**src/hdl/lmps_pkg.sv**
```systemverilog
// ----------------------------------------------------------------------------
// lmps_pkg
// shared sizes, codes and types of the led matrix pwm scanner
// ----------------------------------------------------------------------------
package lmps_pkg;

    // matrix geometry and pwm range
    localparam int ROWS      = 6;
    localparam int COLS      = 16;
    localparam int LEVEL_MAX = 15;
    localparam int NLEDS     = ROWS * COLS;

    // lock led positions in row-major order
    localparam int POS_SCROLL = 80 + 3;
    localparam int POS_NUM    = 80 + 7;
    localparam int POS_CAPS   = 80 + 8;

    // rows that hold a lock led
    localparam int LOCK_ROW_FIRST = POS_SCROLL / COLS;
    localparam int LOCK_ROW_LAST  = POS_CAPS / COLS;

    localparam int BYTE_W     = 8;
    localparam int ROW_W      = $clog2(ROWS);
    localparam int ROW_BITS   = COLS * BYTE_W;
    localparam int OUT_ROW_W  = 3;
    localparam int OUT_MASK_W = 16;
    localparam int OP_W       = 2;
    localparam int FLAG_W     = 3;

    // lock flag bits
    localparam int FLAG_CAPS   = 0;
    localparam int FLAG_NUM    = 1;
    localparam int FLAG_SCROLL = 2;

    // request opcodes
    localparam logic [OP_W-1:0] OP_TICK   = 2'd0;
    localparam logic [OP_W-1:0] OP_FADE   = 2'd1;
    localparam logic [OP_W-1:0] OP_LOCK   = 2'd2;
    localparam logic [OP_W-1:0] OP_UNUSED = 2'd3;

    // small queues between the parts
    localparam int QUEUE_DEPTH = 2;
    localparam int QPTR_W      = $clog2(QUEUE_DEPTH);
    localparam int QCNT_W      = $clog2(QUEUE_DEPTH + 1);

    typedef enum logic [1:0] {
        CMD_TICK = 2'd0,
        CMD_FADE = 2'd1,
        CMD_LOCK = 2'd2
    } cmd_kind_t;

    typedef struct packed {
        cmd_kind_t         kind;
        logic [FLAG_W-1:0] flags;
    } cmd_t;

    typedef struct packed {
        logic [OUT_ROW_W-1:0]  row;
        logic [OUT_MASK_W-1:0] mask;
    } res_t;

endpackage

```
**src/hdl/lmps_front.sv**
```systemverilog
// ----------------------------------------------------------------------------
// lmps_front
// accepts input requests, decodes the opcode and queues commands
// ----------------------------------------------------------------------------
module lmps_front (
    input  logic                     clk,
    input  logic                     rst_n,
    input  logic                     push,
    output logic                     full,
    input  logic [lmps_pkg::OP_W-1:0] opcode,
    input  logic                     caps_on,
    input  logic                     num_on,
    input  logic                     scroll_on,
    output logic                     cmd_valid,
    output lmps_pkg::cmd_t           cmd,
    input  logic                     cmd_ready
);

    lmps_pkg::cmd_t                    q_reg [lmps_pkg::QUEUE_DEPTH];
    logic [lmps_pkg::QPTR_W-1:0]       wr_ptr_reg, wr_ptr_next;
    logic [lmps_pkg::QPTR_W-1:0]       rd_ptr_reg, rd_ptr_next;
    logic [lmps_pkg::QCNT_W-1:0]       count_reg, count_next;
    logic                              accept;
    logic                              known;
    logic                              q_push;
    logic                              q_pop;
    lmps_pkg::cmd_t                    dec_cmd;

    // opcode decode, the unused code is taken and dropped
    always_comb
    begin
        dec_cmd.kind  = lmps_pkg::CMD_TICK;
        dec_cmd.flags = {scroll_on, num_on, caps_on};
        known         = 1'b1;
        unique case (opcode)
            lmps_pkg::OP_TICK: dec_cmd.kind = lmps_pkg::CMD_TICK;
            lmps_pkg::OP_FADE: dec_cmd.kind = lmps_pkg::CMD_FADE;
            lmps_pkg::OP_LOCK: dec_cmd.kind = lmps_pkg::CMD_LOCK;
            default:           known = 1'b0;
        endcase
    end

    assign full      = (count_reg == lmps_pkg::QCNT_W'(lmps_pkg::QUEUE_DEPTH));
    assign accept    = push && !full;
    assign q_push    = accept && known;
    assign cmd_valid = (count_reg != '0);
    assign cmd       = q_reg[rd_ptr_reg];
    assign q_pop     = cmd_valid && cmd_ready;

    always_comb
    begin
        wr_ptr_next = wr_ptr_reg;
        rd_ptr_next = rd_ptr_reg;
        count_next  = count_reg;
        if (q_push)
        begin
            wr_ptr_next = (wr_ptr_reg == lmps_pkg::QPTR_W'(lmps_pkg::QUEUE_DEPTH - 1)) ?
                          '0 : wr_ptr_reg + 1'b1;
        end
        if (q_pop)
        begin
            rd_ptr_next = (rd_ptr_reg == lmps_pkg::QPTR_W'(lmps_pkg::QUEUE_DEPTH - 1)) ?
                          '0 : rd_ptr_reg + 1'b1;
        end
        if (q_push && !q_pop)
        begin
            count_next = count_reg + 1'b1;
        end
        else if (!q_push && q_pop)
        begin
            count_next = count_reg - 1'b1;
        end
    end

    always_ff @(posedge clk or negedge rst_n)
    begin
        if (!rst_n)
        begin
            wr_ptr_reg <= '0;
            rd_ptr_reg <= '0;
            count_reg  <= '0;
        end
        else
        begin
            wr_ptr_reg <= wr_ptr_next;
            rd_ptr_reg <= rd_ptr_next;
            count_reg  <= count_next;
        end
    end

    always_ff @(posedge clk)
    begin
        if (q_push)
        begin
            q_reg[wr_ptr_reg] <= dec_cmd;
        end
    end

endmodule

```
**config.mk**
```make
export PLATFORM = sky130hd
export DESIGN_NAME = lmps_front
export DESIGN_NICKNAME = d
export VERILOG_FILES = /design/src/hdl/lmps_pkg.sv /design/src/hdl/lmps_front.sv
export SDC_FILE = /design/constraint.sdc
export NUM_CORES = 1
export LEC_CHECK = 0
export ABC_AREA = 1
export BUFFER_PORTS_ARGS = -buffer_cell sky130_fd_sc_hd__buf_2
export CAP_MARGIN = 20
export CORE_MARGIN = 3
export CORE_UTILIZATION = 42
export CTS_BUF_LIST = sky130_fd_sc_hd__clkbuf_16
export CTS_CLUSTER_DIAMETER = 30
export CTS_CLUSTER_SIZE = 8
export DETAILED_ROUTE_END_ITERATION = 10
export PLACE_DENSITY = 0.74
export SYNTH_ARGS = -nofsm -noshare
export SYNTH_HDL_FRONTEND = slang
export SYNTH_SLANG_ARGS = --single-unit
```
**constraint.sdc**
```tcl
create_clock -name clk -period 1.41 [get_ports clk]
set_clock_uncertainty 0.2 [all_clocks]
set_input_delay 0.0705 -clock clk [delete_from_list [all_inputs] [get_ports clk]]
set_output_delay 0.0705 -clock clk [all_outputs]
set_load 0.03 [all_outputs]
```
==> impl_results.md <==
- Status: finished with violations
- Failing checks: negative setup slack
- Initial antenna violation count: 0
- Minimum clock period: 1462 ps
- Crit path buffers/inverters: 2
- Initial Util: 0.4606
- Yosys top cell area share: 0.4829
- First-pass DRT Iterations: 4
- Largest register FFs: 10
- ANT cells: 0
- Routed WL: 1.395 mm
- Num CTS Buffers: 3
- Fin worst setup slack: -51.73 ps
- Cell area after layout: 974.7 um2
- Max_cap viols: 0
- Gr usage total: 0.1574
- Fmax: 684.1 MHz
- 1st-iter DRT viols: 5
- Int Pwr: 0.001296 W
- Net Sw Frac: 0.3978
- Sequential area share after synthesis: 0.6439
- Cell count after synthesis: 63
- Slew HR: 0.8652
- Final setup fails: 1
- Area contributors post-synth: edfxtp_1 (48%), dfrtp_1 (16%), nand2_1 (16%)
- Critical-path maximum fanout: 3
- Die Span Y: 44.48 um
- CTS tree: done
- Die W: 44.48 um
- Tcrit/Tclk final: 1.037
- Clock Sinks: 14
- Clk root buf: clkbuf_16
- Core area: 1350 um2
- Placed wire-length estimate: 855.4 um
- Synth top cells by count: nand2_1 (26), edfxtp_1 (10), inv_1 (7)
- Post-DR wirelength/cell: 12.57 um
- DP Area: 773.2 um2
- Gate power share: 0.456
- Vias per cell: 4.658
- PortBufs: 15
- Startpoint class of the critical path: flop
- EDFF count, synth: 10
- Switching power: 0.0008557 W
- Setup_tns: -51.73 ps
- Vias: 517
- #FFs+latches synth: 14
- CTS H-Tree Depth: 1
- Drt drc: 0
- CTS Buffer Depth: 2
- Async SR Flop Fraction: 0.2857
- Synth Cell Area: 621.8 um2
- Required @ worst endpoint: 1340 ps
- Crit-path leading delay family: flip-flops
- Pwr Total: 0.002151 W
- Global placement routability congestion: 0.7980
- P per Cell Area: 2207 nW/um2
- Reg clk slew, reported paths: 50 ps
- Non-filler instance count after layout: 111
- Max IR drop VDD: 1.298 mV
- Sequential share of power: 0.291
- Critical path's largest stage delay: 390 ps
- I/O pins: 16
- Top-count cell post-synth: nand2_1
- Crit path kind: flop to flop
- Row count: 13
- Synth-to-Final Area Change: 56.74%
- Final hold violation count: 0
- Min-Delay Path Class: input port to flop
- Slew Limit Fails: 0
- Yosys top cell by area: edfxtp_1
- Vias in the first global route: 524
- Clock share of power: 0.253
- WP data arrival: 1390 ps
- First-pass GRT wire length: 2.228 mm
- Yosys cell types: 13
- Leak: 0.4654 nW
- Yosys warnings: 0
- Mapped Nets: 73
- Final Util: 0.7220
- Worst Setup End Kind: flop
- CP cell instances: inv_2 > nor2_4 > nor2_4 > ha_4 > inv_2 > nand3_2 > nand2_1 > nand2_1
- Total gr overflow: 0
- Top_reg_cell synth: edfxtp_1
- Layout Nets: 107
- Post-Place Cells: 97
- Share of cells above drive strength 1: 0.4167
- Antenna-violating nets left: 0
- Clock insertion delay at the later pin of the skew report: 240 ps
- Unrepaired setup endpoints after global routing: yes
- Die area: 1978 um2
- Slowest CP cell: dfrtp_1
- Largest net degree at the start of global routing: 9
- Avg Cell Area, Syn: 9.871 um2
- Slew @ Worst Pin: 201.5 ps
==> path summary, 6_finish.rpt <==
path / startpoint / to / slack (ps) / cells after the start
setup / recovery: count_reg[1] / count_reg[1] / -50 / 8
hold / removal: opcode[0] / q_reg[1][3] / 20 / 3
setup reg to reg: count_reg[1] / count_reg[1] / -50 / 8
hold reg to reg: wr_ptr_reg / wr_ptr_reg / 280 / 2
max in group asynchronous: rst_n / count_reg[0] / 290 / 3
min in group asynchronous: rst_n / count_reg[1] / 520 / 3
==> placed cells by master (no fill, tap or decap) <==
| cell type | count |
|---|---|
| nand2_1 | 24 |
| buf_2 | 15 |
| edfxtp_1 | 10 |
| dlygate4sd3_1 | 9 |
| inv_1 | 4 |
| inv_2 | 4 |
| buf_4 | 4 |
| nand2_2 | 3 |
| clkbuf_16 | 3 |
| dfrtp_1 | 3 |
| nor2_1 | 2 |
| nor2_4 | 2 |
| nand2_4 | 2 |
| nand3_2 | 2 |
| nor2_2 | 1 |
| inv_4 | 1 |
| nand3_1 | 1 |
| nand4_1 | 1 |
| xnor2_1 | 1 |
| ha_4 | 1 |
| clkinv_1 | 1 |
| dfrtp_2 | 1 |
| buf_6 | 1 |
==> final cells by class <==
cell class,instances,area [um2]
fillers,88,375.4
inverters,9,36.28
clock buffers,3,75.07
flip-flops and latches,14,401.6
repair buffers,29,206.4
clock inverters,1,3.754
multi-input cells,40,232.7
well taps,15,18.77
==> metrics by stage <==
step / setup slack [ps] / hold slack (ps)
finish: -51.73 / 20.05
global route: -122.9 / 26.24
floorplan: -47.39 / -425.1
detailed placement: -28.51 / -318.1
CTS: -25.91 / 8.942
global placement: 10.24 / -317.4
==> power groups by stage <==
stage,clock network [W],logic [W],registers (W)
after floorplan,0,0.000603,0.000638
final,0.000545,0.000981,0.000626
after global placement,0,0.000855,0.000625
after global routing,0.000564,0.00107,0.000640
after CTS,0.000542,0.000948,0.000618
after detailed placement,0,0.000876,0.000629
==> worst register-to-register path: stages (launching register included) <==
cell and delay [ps]:
dfrtp_1 390, inv_2 110, nor2_4 60, nor2_4 120
ha_4 220, inv_2 60, nand3_2 60, nand2_1 60
nand2_1 60
==> routing by layer <==
layer | up-vias | share of wire | track usage
met5 | - | 0 | 0
met4 | 0 | 0.012 | 0.07229
met1 | 241 | 0.48 | 0.1995
li1 | 265 | - | -
met2 | 9 | 0.48 | 0.2521
met3 | 2 | 0.034 | 0.03659
==> timing repair <==
action,CTS,global route
gates resized for setup,3,7
buffers inserted,1,0
gates cloned,0,0
hold endpoints to repair,16,0
pin swaps,0,1
hold buffers,9,0
setup endpoints to repair,6,15
==> cells by family after synthesis <==
group | count (synthesis) | synth area share
AND/OR/NAND/NOR | 38 | 0.2676
flip-flops | 14 | 0.6439
buffers and inverters | 9 | 0.05434
XOR/XNOR | 1 | 0.01409
adder cells (fa/ha/maj) | 1 | 0.02012
No activity file was read; power rests on OpenSTA's default activity.
