`config.mk`:
```
export PLATFORM = sky130hd
export DESIGN_NAME = lmps_out_queue
export DESIGN_NICKNAME = d
export VERILOG_FILES = /design/src/hdl/lmps_pkg.sv /design/src/hdl/lmps_out_queue.sv
export SDC_FILE = /design/constraint.sdc
export NUM_CORES = 1
export LEC_CHECK = 0
export ABC_AREA = 1
export BUFFER_PORTS_ARGS = -buffer_cell sky130_fd_sc_hd__buf_2
export CORE_MARGIN = 1.5
export CORE_UTILIZATION = 30
export CTS_CLUSTER_SIZE = 12
export DETAILED_ROUTE_END_ITERATION = 8
export PLACE_DENSITY_LB_ADDON = 0.05
export SLEW_MARGIN = 20
export SYNTH_ARGS = -nofsm -noshare
export SYNTH_HDL_FRONTEND = slang
export SYNTH_SLANG_ARGS = --single-unit
```
`constraint.sdc`:
```
create_clock -name clk -period 1.75 [get_ports clk]
set_clock_uncertainty 0.15 [all_clocks]
set_input_delay 0.175 -clock clk [delete_from_list [all_inputs] [get_ports clk]]
set_output_delay 0.175 -clock clk [all_outputs]
set_load 0.05 [all_outputs]
```
`src/hdl/lmps_pkg.sv`:
```
// ----------------------------------------------------------------------------
// lmps_pkg
// shared sizes, codes and types of the led matrix pwm scanner
// ----------------------------------------------------------------------------
package lmps_pkg;

    // matrix geometry and pwm range
    localparam int ROWS      = 6;
    localparam int COLS      = 16;
    localparam int LEVEL_MAX = 15;
    localparam int NLEDS     = ROWS * COLS;

    // lock led positions in row-major order
    localparam int POS_SCROLL = 80 + 3;
    localparam int POS_NUM    = 80 + 7;
    localparam int POS_CAPS   = 80 + 8;

    // rows that hold a lock led
    localparam int LOCK_ROW_FIRST = POS_SCROLL / COLS;
    localparam int LOCK_ROW_LAST  = POS_CAPS / COLS;

    localparam int BYTE_W     = 8;
    localparam int ROW_W      = $clog2(ROWS);
    localparam int ROW_BITS   = COLS * BYTE_W;
    localparam int OUT_ROW_W  = 3;
    localparam int OUT_MASK_W = 16;
    localparam int OP_W       = 2;
    localparam int FLAG_W     = 3;

    // lock flag bits
    localparam int FLAG_CAPS   = 0;
    localparam int FLAG_NUM    = 1;
    localparam int FLAG_SCROLL = 2;

    // request opcodes
    localparam logic [OP_W-1:0] OP_TICK   = 2'd0;
    localparam logic [OP_W-1:0] OP_FADE   = 2'd1;
    localparam logic [OP_W-1:0] OP_LOCK   = 2'd2;
    localparam logic [OP_W-1:0] OP_UNUSED = 2'd3;

    // small queues between the parts
    localparam int QUEUE_DEPTH = 2;
    localparam int QPTR_W      = $clog2(QUEUE_DEPTH);
    localparam int QCNT_W      = $clog2(QUEUE_DEPTH + 1);

    typedef enum logic [1:0] {
        CMD_TICK = 2'd0,
        CMD_FADE = 2'd1,
        CMD_LOCK = 2'd2
    } cmd_kind_t;

    typedef struct packed {
        cmd_kind_t         kind;
        logic [FLAG_W-1:0] flags;
    } cmd_t;

    typedef struct packed {
        logic [OUT_ROW_W-1:0]  row;
        logic [OUT_MASK_W-1:0] mask;
    } res_t;

endpackage

```
`src/hdl/lmps_out_queue.sv`:
```
// ----------------------------------------------------------------------------
// lmps_out_queue
// small result queue that drives the result ports
// ----------------------------------------------------------------------------
module lmps_out_queue (
    input  logic                            clk,
    input  logic                            rst_n,
    input  logic                            res_push,
    input  lmps_pkg::res_t                  res,
    output logic                            res_space,
    output logic                            empty,
    input  logic                            pop,
    output logic [lmps_pkg::OUT_ROW_W-1:0]  row_index,
    output logic [lmps_pkg::OUT_MASK_W-1:0] column_mask
);

    lmps_pkg::res_t                q_reg [lmps_pkg::QUEUE_DEPTH];
    logic [lmps_pkg::QPTR_W-1:0]   wr_ptr_reg, wr_ptr_next;
    logic [lmps_pkg::QPTR_W-1:0]   rd_ptr_reg, rd_ptr_next;
    logic [lmps_pkg::QCNT_W-1:0]   count_reg, count_next;
    logic                          q_pop;
    lmps_pkg::res_t                head;

    assign res_space   = (count_reg != lmps_pkg::QCNT_W'(lmps_pkg::QUEUE_DEPTH));
    assign empty       = (count_reg == '0);
    assign q_pop       = pop && !empty;
    assign head        = q_reg[rd_ptr_reg];
    assign row_index   = head.row;
    assign column_mask = head.mask;

    always_comb
    begin
        wr_ptr_next = wr_ptr_reg;
        rd_ptr_next = rd_ptr_reg;
        count_next  = count_reg;
        if (res_push)
        begin
            wr_ptr_next = (wr_ptr_reg == lmps_pkg::QPTR_W'(lmps_pkg::QUEUE_DEPTH - 1)) ?
                          '0 : wr_ptr_reg + 1'b1;
        end
        if (q_pop)
        begin
            rd_ptr_next = (rd_ptr_reg == lmps_pkg::QPTR_W'(lmps_pkg::QUEUE_DEPTH - 1)) ?
                          '0 : rd_ptr_reg + 1'b1;
        end
        if (res_push && !q_pop)
        begin
            count_next = count_reg + 1'b1;
        end
        else if (!res_push && q_pop)
        begin
            count_next = count_reg - 1'b1;
        end
    end

    always_ff @(posedge clk or negedge rst_n)
    begin
        if (!rst_n)
        begin
            wr_ptr_reg <= '0;
            rd_ptr_reg <= '0;
            count_reg  <= '0;
        end
        else
        begin
            wr_ptr_reg <= wr_ptr_next;
            rd_ptr_reg <= rd_ptr_next;
            count_reg  <= count_next;
        end
    end

    always_ff @(posedge clk)
    begin
        if (res_push)
        begin
            q_reg[wr_ptr_reg] <= res;
        end
    end

endmodule

```
==> summary.md, run 1 <==
| Metric | Value |
|---|---|
| Pin count of the biggest net entering global routing | `21` |
| Critical-path top delay cell | `dfrtp_2` |
| Detailed-route via count | `~1.1k` |
| HP Class | `in -> async` |
| DPL Wire Length | `about 1.9 mm` |
| Leakage | `1.007 nW` |
| Syn avg cell area | `between 10 and 15 um2` |
| Die height | `between 70 and 80 um` |
| Initial Util | `0.3123` |
| Routed WL per cell | `11.46 um` |
| Sink Count | `42` |
| Slew @ Worst Pin | `about 0.27 ns` |
| Crit-path most repeated cell | `nand2_1` |
| Pwr/cell area | `approximately 1800 nW/um2` |
| CTS tree | `done` |
| Fillers | `approximately 510` |
| Synth Register Bits | `42` |
| Met2 GRT Util | `0.1937` |
| Ys Warns | `0` |
| Clock buffer count from CTS | `5` |
| # diodes | `0` |
| Clk slew on worst S/H paths | `roughly 0.070 ns` |
| Worst vdd ir | `around 0.67 mV` |
| Post-route DRC | `0` |
| GP Congestion | `0.6585` |
| Relative slew slack | `0.8180` |
| Critical Path Sink Type | `primary output` |
| IO buf count | `between 40 and 50` |
| Final Util | `0.4500` |
| GRT Max-Usage Layer | `met2` |
| Max cap viols | `0` |
| Yosys cell types | `15` |
| Critical path fanouts, max | `20` |
| Crit path cell chain | `buf_8 -> nand2_1 -> nand2_1 -> buf_2` |
| Number of global-route vias before repair | `1084` |
| Outcome | `complete, no violations` |
| F_max | `~620 MHz` |
| CTS Root Cell | `clkbuf_8` |
| Min cycle time layout | `roughly 1.6 ns` |
| Rows | `26` |
| Setup TNS | `0 ns` |
| Met1 usage | `0.1340` |
| DR iter-0 viols | `59` |
| Initial antenna violation count | `0` |
| Sequential cell area | `~1200 um2` |
| Most common cell after layout, fill and taps aside | `nand2_1` |
| Post-Synthesis Cells | `about 130` |
| Total global-route track usage | `0.1151` |
| CP peak stage delay | `between 0.4 and 0.5 ns` |
| CORE AREA | `5107 um2` |
| Final nets | `around 220` |
| H-tree levels | `2` |
| Critical Path AT | `around 1.3 ns` |
| Hold Fails Final Rpt | `0` |
| GRT Residual Overflow | `0` |
| Layout Area Growth over Synthesis | `44.08%` |
| Routed WL | `about 3.1 mm` |
| Share of cells above drive strength 1 | `0.2900` |
| Mapped Nets | `around 150` |
| Register area share after synthesis | `0.7780` |
| Clock latency on the worst-skew pair | `roughly 0.28 ns` |
| Area occupied by multi-input gates | `a little over 300 um2` |
| Cell area after synthesis | `between 1500 and 2000 um2` |
| Fin crit share | `0.9251` |
| CP startpoint kind | `flop` |
| RSZ-0062 raised after global routing | `no` |
| Slew Viols, Final | `0` |
| Most frequent cells in the layout | `64 x nand2_1, 38 x edfxtp_1, 33 x buf_2` |
| Clock buffer depth | `2` |
| DRT Pass-1 Iters | `4` |
| First-pass GRT wire length | `around 5 mm` |
| CP required | `1.42 ns` |
| Post-DRT Antenna Nets | `0` |
| Die area | `5764 um2` |
| Via density | `slightly above 4` |
| Io pins | `44` |
| Met3 usage in global routing | `0.03855` |
| Max reg flops | `38` |
| Final Setup Violations | `0` |
| WS Path Type | `reg -> out` |
| Chip width | `roughly 76 um` |
## routing by layer
layer / up-vias / share of wire
li1: 561 / -
met1: 496 / 0.46
met2: 31 / 0.47
met3: 6 / 0.046
met4: 0 / 0.018
met5: - / 0
## through the flow
stage | std cells | instance area [um2] | setup WS (ns) | hold WS [ns] | power, mW
6_report | 270 | 2298 | 0.1311 | 0.06628 | 4.155
4_1_cts | 270 | 2266 | 0.05719 | 0.05649 | 4.139
5_1_grt | 270 | 2298 | 0.04511 | 0.06707 | 4.390
3_3_place_gp | 240 | 1923 | 0.3158 | -0.1598 | 3.279
2_1_floorplan | 127 | 1598 | 0.1532 | -0.2706 | 2.822
3_5_place_dp | 240 | 1923 | 0.2945 | -0.1596 | 3.292
## worst paths after layout
kind                                   start         endpoint  slack (ns)  cells after the start
worst max-delay path              rd_ptr_reg  column_mask[12]        0.13                      4
worst min-delay path                   rst_n     count_reg[0]        0.07                      2
worst min register to register    wr_ptr_reg       wr_ptr_reg        0.36                      1
max in group asynchronous              rst_n       rd_ptr_reg        1.25                      2
worst max register to register  count_reg[0]     count_reg[1]        0.34                      6
min in group clk                  wr_ptr_reg       wr_ptr_reg        0.36                      1
## cell usage after synthesis (all sizes together)
cell type | instances | area (um2)
inv | 7 | 26.27
xnor2 | 1 | 8.760
buf | 4 | 20.02
nand2 | 65 | 246.5
xor2 | 1 | 8.760
dfrtp | 4 | 100.1
nand3 | 1 | 5.000
nand3b | 1 | 7.510
o21ai | 1 | 5.000
nor2 | 2 | 7.510
edfxtp | 38 | 1141
nand4 | 1 | 6.260
ha | 1 | 12.51
## final cells by class
cell class,count,share of cell area
flip-flops and latches,42,0.5406
repair buffers,69,0.2221
multi-input cells,74,0.1350
clock inverters,1,0.01306
inverters,7,0.01361
well taps,70,0.03811
clock buffers,7,0.03756
## report_power, final
group,switching [mW],total (mW),internal [mW]
clock network,0.318,0.783,0.465
logic,1.43,1.93,0.505
registers,0.0943,1.44,1.34
total,1.84,4.15,2.31
## logic make-up (layout without fill, tap and decap cells)
kind of cell    Yosys count  in the layout  share of synthesized area
simple gates             70             70                     0.1710
compound gates            1              1                   0.003134
flops                    42             42                     0.7780
buf+inv                  11             84                    0.02902
xor+xnor                  2              2                    0.01098
fa+ha+maj                 1              1                   0.007842
## what timing repair did
item | in CTS | in global routing
gates cloned | 0 | 0
hold buffers | 22 | 0
endpoints found under the setup margin | 15 | 11
buffers inserted | 0 | 0
pin swaps | 0 | 0
gates resized for setup | 2 | 13
hold endpoints to repair | 44 | 0
## critical path: cells and delay by family, from the launching register on
| family | cells | cell delay [ns] |
|---|---|---|
| buffers and inverters | 2 | 0.45 |
| DFF | 1 | 0.42 |
| and+or+nand+nor | 2 | 0.13 |
(Power assumes the default switching activity.)
==> inputs of run 2 (changes only) <==
--- a/config.mk
+++ b/config.mk
@@ -9,9 +9,8 @@
 export BUFFER_PORTS_ARGS = -buffer_cell sky130_fd_sc_hd__buf_2
 export CORE_MARGIN = 1.5
 export CORE_UTILIZATION = 30
-export CTS_CLUSTER_SIZE = 12
+export CTS_BUF_LIST = sky130_fd_sc_hd__clkbuf_16
 export DETAILED_ROUTE_END_ITERATION = 8
-export PLACE_DENSITY_LB_ADDON = 0.05
 export SLEW_MARGIN = 20
 export SYNTH_ARGS = -nofsm -noshare
 export SYNTH_HDL_FRONTEND = slang
==> run 2 against run 1 <==
- first-iteration DRC count grew 12%
- via count shrank 2.3%
- highest routed layer unchanged
- global-route usage fell by 0.44 points
- critical endpoint is now column_mask[2]
- sequential share of layout area rose by 0.12 points
- critical path depth is the same
==> summary.md, run 2 (synthesized netlist as in run 1, its figures left out) <==
| Metric | Value |
|---|---|
| Max reg flops | `38 (unchanged)` |
| Crit path setup slack, layout | `0.1268 ns (-0.004220 ns)` |
| Most frequent cells in the layout | `64 x nand2_1, 43 x buf_2, 38 x edfxtp_1` |
| Reg2reg end | `count_reg[1]` |
| CP peak stage delay | `0.40 ns (-0.02 ns)` |
| Post-route DRC | `0 (unchanged)` |
| Clock buffer depth | `2 (unchanged)` |
| Detailed-route via count | `1069 (-2.3%)` |
| Via density | `3.959 (-2.3%)` |
| Worst vdd ir | `0.8278 mV (+24%)` |
| Crit path cell chain | `buf_6 -> nand2_1 -> nand2_1 -> buf_2` |
| CP Depth | `4 (unchanged)` |
| Layout Area Growth over Synthesis | `43.61%` |
| # diodes | `0 (unchanged)` |
| CTS Root Cell | `clkbuf_16` |
| Die height | `75.92 um (unchanged)` |
| Pwr/cell area | `1804 nW/um2 (-0.22%)` |
| Reg2Reg Depth | `6 (unchanged)` |
| Setup crit start | `rd_ptr_reg` |
| Initial Util | `0.3123 (unchanged)` |
| Hold_ws | `0.08768 ns (+0.02140 ns)` |
| Delay-heaviest family, CP | `buffers and inverters` |
| Post-DRT Antenna Nets | `0 (unchanged)` |
| Total power after layout | `4.132 mW (-0.55%)` |
| Critical Path Sink Type | `primary output` |
| Clk slew on worst S/H paths | `0.05 ns (-0.02 ns)` |
| Routed WL per cell | `10.91 um (-4.8%)` |
| DRT Pass-1 Iters | `4 (unchanged)` |
| Fin crit share | `0.9275 (+0.002411)` |
| Final Util | `0.4486 (-0.001469)` |
| DR iter-0 viols | `66 (+12%)` |
| Clock buffer count from CTS | `5 (unchanged)` |
| WS Path Type | `reg -> out` |
| Final nets | `223 (unchanged)` |
| Slew Viols, Final | `0 (unchanged)` |
| Chip width | `75.92 um (unchanged)` |
| CORE AREA | `5107 um2 (unchanged)` |
| First-pass GRT wire length | `4.830 mm (-4.1%)` |
| Number of global-route vias before repair | `1037 (-4.3%)` |
| Outcome | `complete, no violations` |
| Final Setup Violations | `0 (unchanged)` |
| H-tree levels | `2 (unchanged)` |
| Slew @ Worst Pin | `0.2906 ns (+0.01788 ns)` |
| R2R setup slack | `0.34 ns (about the same)` |
| Crit-path most repeated cell | `nand2_1` |
| Reg2reg start | `count_reg[0]` |
| DPL Wire Length | `1.912 mm (-1.6%)` |
| Hold Fails Final Rpt | `0 (unchanged)` |
| HP Class | `in -> async` |
| Worst Setup EP | `column_mask[2]` |
| CTS tree | `done` |
| Most common cell after layout, fill and taps aside | `nand2_1` |
| Die area | `5764 um2 (unchanged)` |
| F_max | `616.1 MHz (-0.26%)` |
| Clock latency on the worst-skew pair | `0.28 ns (about the same)` |
| GRT Residual Overflow | `0 (unchanged)` |
| Routed WL | `2.946 mm (-4.8%)` |
| Critical-path top delay cell | `dfrtp_1` |
| Worst path bufs/invs | `2 (unchanged)` |
| Max cap viols | `0 (unchanged)` |
| CP startpoint kind | `flop` |
| Total global-route track usage | `0.1107 (-0.004446)` |
| Layout Cells excl Fill | `270 (unchanged)` |
| Initial antenna violation count | `0 (unchanged)` |
| Post-CTS Setup Bufs | `0 (unchanged)` |
| Place WS | `0.3330 ns (+0.03857 ns)` |
| GP Congestion | `0.6613 (+0.43%)` |
| Pin count of the biggest net entering global routing | `21 (unchanged)` |
| Min cycle time layout | `1.623 ns (+0.004220 ns)` |
| IO buf count | `43 (unchanged)` |
| Leakage | `1.010 nW (+0.33%)` |
| Fillers | `479 (-5.9%)` |
| Critical Path AT | `1.30 ns (about the same)` |
| Cells after DPL | `240 (unchanged)` |
| Rows | `26 (unchanged)` |
| Share of cells above drive strength 1 | `0.2850 (-0.005000)` |
| Critical path fanouts, max | `20 (unchanged)` |
| Sink Count | `42 (unchanged)` |
| CP required | `1.42 ns (about the same)` |
| Io pins | `44 (unchanged)` |
| Relative slew slack | `0.8061 (-0.01193)` |
run 2: cell count changes in the layout (fill, tap and decap cells not counted), sizes merged:
cell      previous run  this run
buf                 37        47
bufinv               1         0
clkbuf              17         5
clkinv               0         2
clkinvlp             0         1
run 2: through the flow:
step,instance area [um2],setup TNS [ns]
final,2291,0
after global routing,2291,-0.002395
after floorplan,1598,0
after detailed placement,1923,0
after CTS,2285,0
after global placement,1923,0
run 2: how the worst min path moves through the flow:
stage | from | end | slack [ns] | cells after the start
floorplan | rst_n | count_reg[0] | -0.27 | 0
global placement | rst_n | count_reg[1] | -0.16 | 1
detailed placement | rst_n | count_reg[1] | -0.16 | 1
CTS | rst_n | count_reg[1] | 0.07 | 2
global route | rst_n | count_reg[1] | 0.09 | 2
finish | rst_n | count_reg[1] | 0.09 | 2
run 2: what timing repair did:
action                                  4_1_cts  5_1_grt
hold endpoints to repair                     44        0
hold buffers                                 22        0
endpoints found under the setup margin        0       19
gates resized for setup                       0        3
run 2: layout make-up:
cell class | count | area (um2) | share of cell area
Sequential cell | 42 | 1241 | 0.5418
Timing Repair Buffer | 69 | 481.7 | 0.2103
Multi-Input combinational cell | 74 | 310.3 | 0.1354
Clock buffer | 5 | 125.1 | 0.05461
Tap cell | 70 | 87.58 | 0.03823
Inverter | 7 | 28.78 | 0.01256
Clock inverter | 3 | 16.27 | 0.007100
run 2: power by group:
group          internal (mW)  switching, mW  leakage (nW)  total, mW
Combinational          0.439           1.40         0.539       1.84
Clock                  0.519          0.336        0.0672      0.855
Sequential              1.34         0.0892         0.404       1.43
Total                   2.30           1.83          1.01       4.13
run 2: per-layer routing:
| metal | routed length, um | share of wire | GRT usage | vias up |
|---|---|---|---|---|
| met4 | 65 | 0.022 | 0.05556 | 0 |
| met2 | 1406 | 0.48 | 0.1811 | 33 |
| met5 | 0 | 0 | 0 | - |
| li1 | - | - | - | 561 |
| met3 | 180 | 0.061 | 0.03735 | 5 |
| met1 | 1293 | 0.44 | 0.1300 | 470 |
==> inputs of run 3 (changes only) <==
--- a/config.mk
+++ b/config.mk
@@ -11,6 +11,7 @@
 export CORE_UTILIZATION = 30
 export CTS_BUF_LIST = sky130_fd_sc_hd__clkbuf_16
 export DETAILED_ROUTE_END_ITERATION = 8
+export SETUP_SLACK_MARGIN = 0.2
 export SLEW_MARGIN = 20
 export SYNTH_ARGS = -nofsm -noshare
 export SYNTH_HDL_FRONTEND = slang
==> run 3 against run 2 <==
- sequential power about the same
- critical path depth unchanged
- global-route usage decreased by 0.063 points
- critical path type unchanged
- critical endpoint is now column_mask[10]
- fmax increased by 6.3%
- via count increased by 2.5%
- design area increased by 5.6%
- count of clock-buffer cells in the layout unchanged
==> summary.md, run 3 (synthesized netlist as in run 1, its figures left out) <==
| Metric | Value |
|---|---|
| Die area | `5764 um2 (unchanged)` |
| Layout Cells excl Fill | `270 (unchanged)` |
| GRT Residual Overflow | `0 (unchanged)` |
| Clock buffer count from CTS | `5 (unchanged)` |
| Number of global-route vias before repair | `1043 (+0.58%)` |
| Critical Path Sink Type | `primary output` |
| DR iter-0 viols | `43 (-35%)` |
| Hold_ws | `0.08112 ns (-0.006560 ns)` |
| Reg2reg end | `count_reg[1]` |
| Fin crit share | `0.8726 (-0.05488)` |
| Die height | `75.92 um (unchanged)` |
| Setup TNS | `0 ns (unchanged)` |
| Min cycle time layout | `1.527 ns (-0.09603 ns)` |
| Rows | `26 (unchanged)` |
| Initial antenna violation count | `0 (unchanged)` |
| Total power after layout | `4.587 mW (+11%)` |
| Clock latency on the worst-skew pair | `0.27 ns (about the same)` |
| IO buf count | `43 (unchanged)` |
| Area occupied by multi-input gates | `312.8 um2 (+0.81%)` |
| RSZ-0062 raised after global routing | `yes` |
| Place WS | `0.3174 ns (-0.01565 ns)` |
| Reg2reg start | `count_reg[0]` |
| Final Util | `0.4738 (+0.02523)` |
| WS Path Type | `reg -> out` |
| Outcome | `complete, no violations` |
| DRT Pass-1 Iters | `4 (unchanged)` |
| CTS Root Cell | `clkbuf_16` |
| Critical Path AT | `1.20 ns (-0.10 ns)` |
| Share of cells above drive strength 1 | `0.3050 (+0.02000)` |
| Sequential cell area | `1242 um2 (+0.10%)` |
| Worst vdd ir | `0.7658 mV (-7.5%)` |
| CORE AREA | `5107 um2 (unchanged)` |
| Cells after DPL | `240 (unchanged)` |
| Slew @ Worst Pin | `0.2590 ns (-0.03154 ns)` |
| Hold Fails Final Rpt | `0 (unchanged)` |
| Leakage | `1.056 nW (+4.5%)` |
| Chip width | `75.92 um (unchanged)` |
| Routed WL per cell | `11.21 um (+2.7%)` |
| CTS tree | `done` |
| CP peak stage delay | `0.43 ns (+0.03 ns)` |
| First-pass GRT wire length | `4.864 mm (+0.70%)` |
| Final nets | `223 (unchanged)` |
| F_max | `654.8 MHz (+6.3%)` |
| Io pins | `44 (unchanged)` |
| Clock buffer depth | `2 (unchanged)` |
| CP startpoint kind | `flop` |
| CP required | `1.42 ns (about the same)` |
| Most common cell after layout, fill and taps aside | `nand2_1` |
| Clk slew on worst S/H paths | `0.06 ns (about the same)` |
| Detailed-route via count | `1096 (+2.5%)` |
| Routed WL | `3.027 mm (+2.7%)` |
| Pwr/cell area | `1895 nW/um2 (+5.1%)` |
| Post-Layout Inst Area | `2420 um2 (+5.6%)` |
| Critical path fanouts, max | `20 (unchanged)` |
| Delay-heaviest family, CP | `flip-flops` |
| GP Congestion | `0.6873 (+3.9%)` |
| Post-route DRC | `0 (unchanged)` |
| Crit path setup slack, layout | `0.2229 ns (+0.09603 ns)` |
| Crit path cell chain | `buf_12 -> nand2_1 -> nand2_1 -> buf_6` |
| Reg2Reg Depth | `6 (unchanged)` |
| # diodes | `0 (unchanged)` |
| Initial Util | `0.3123 (unchanged)` |
| Max cap viols | `0 (unchanged)` |
| Max reg flops | `38 (unchanged)` |
| Critical-path top delay cell | `dfrtp_2` |
| Area after DPL | `1913 um2 (-0.52%)` |
| Post-DRT Antenna Nets | `0 (unchanged)` |
| Most frequent cells in the layout | `64 x nand2_1, 38 x edfxtp_1, 24 x buf_2` |
| Pin count of the biggest net entering global routing | `21 (unchanged)` |
| Fillers | `456 (-4.8%)` |
| Layout Area Growth over Synthesis | `51.69%` |
| Final Setup Violations | `0 (unchanged)` |
| Sink Count | `42 (unchanged)` |
| Worst path bufs/invs | `2 (unchanged)` |
| Via density | `4.059 (+2.5%)` |
| Slew Viols, Final | `0 (unchanged)` |
| H-tree levels | `2 (unchanged)` |
| R2R setup slack | `0.31 ns (-0.03 ns)` |
| Relative slew slack | `0.8273 (+0.02124)` |
| Crit-path most repeated cell | `nand2_1` |
| Total global-route track usage | `0.1100 (-0.0006310)` |
| DPL Wire Length | `1.932 mm (+1.1%)` |
| HP Class | `in -> async` |
[run 3: how the worst max path moves through the flow]
| stage | to | depth (start not counted) | startpoint | slack (ns) |
|---|---|---|---|---|
| after global routing | column_mask[10] | 4 | rd_ptr_reg | 0.13 |
| after global placement | count_reg[1] | 6 | count_reg[0] | 0.34 |
| after floorplan | q_reg[0][0] | 1 | wr_ptr_reg | 0.28 |
| after CTS | column_mask[7] | 4 | rd_ptr_reg | 0.19 |
| final | column_mask[10] | 4 | rd_ptr_reg | 0.22 |
| after detailed placement | count_reg[1] | 6 | count_reg[0] | 0.32 |
[run 3: worst register-to-register path: stages (launching register included)]
cell,delay [ns]
dfrtp_1,0.44
o21ai_1,0.20
ha_1,0.28
inv_1,0.09
nand3_1,0.08
nand2_1,0.06
nand2_1,0.04
[run 3: per-layer routing]
layer	part of all wire	track usage	up-vias
li1	-	-	560
met1	0.46	0.1390	501
met2	0.49	0.1811	33
met3	0.039	0.02048	2
met4	0.011	0.05556	0
met5	0	0	-
[run 3: where the power goes]
part           internal (mW)  switching [mW]  total, mW
sequential              1.35           0.110       1.46
clock                  0.666           0.326      0.992
combinational          0.682            1.46       2.14
total                   2.70            1.89       4.59
[run 3: repair_timing]
action / 4_1_cts / 5_1_grt
gates resized for setup: 24 / 17
setup buffers: 0 / 0
endpoints found under the hold margin: 44 / 0
setup endpoints to repair: 19 / 34
gates cloned: 0 / 0
hold buffers: 22 / 0
[run 3: cell type report]
class	count	area share
Clock buffer	5	0.05171
Clock inverter	3	0.01655
Inverter	7	0.01396
Multi-Input combinational cell	74	0.1293
Sequential cell	42	0.5134
Tap cell	70	0.03619
Timing Repair Buffer	69	0.2389
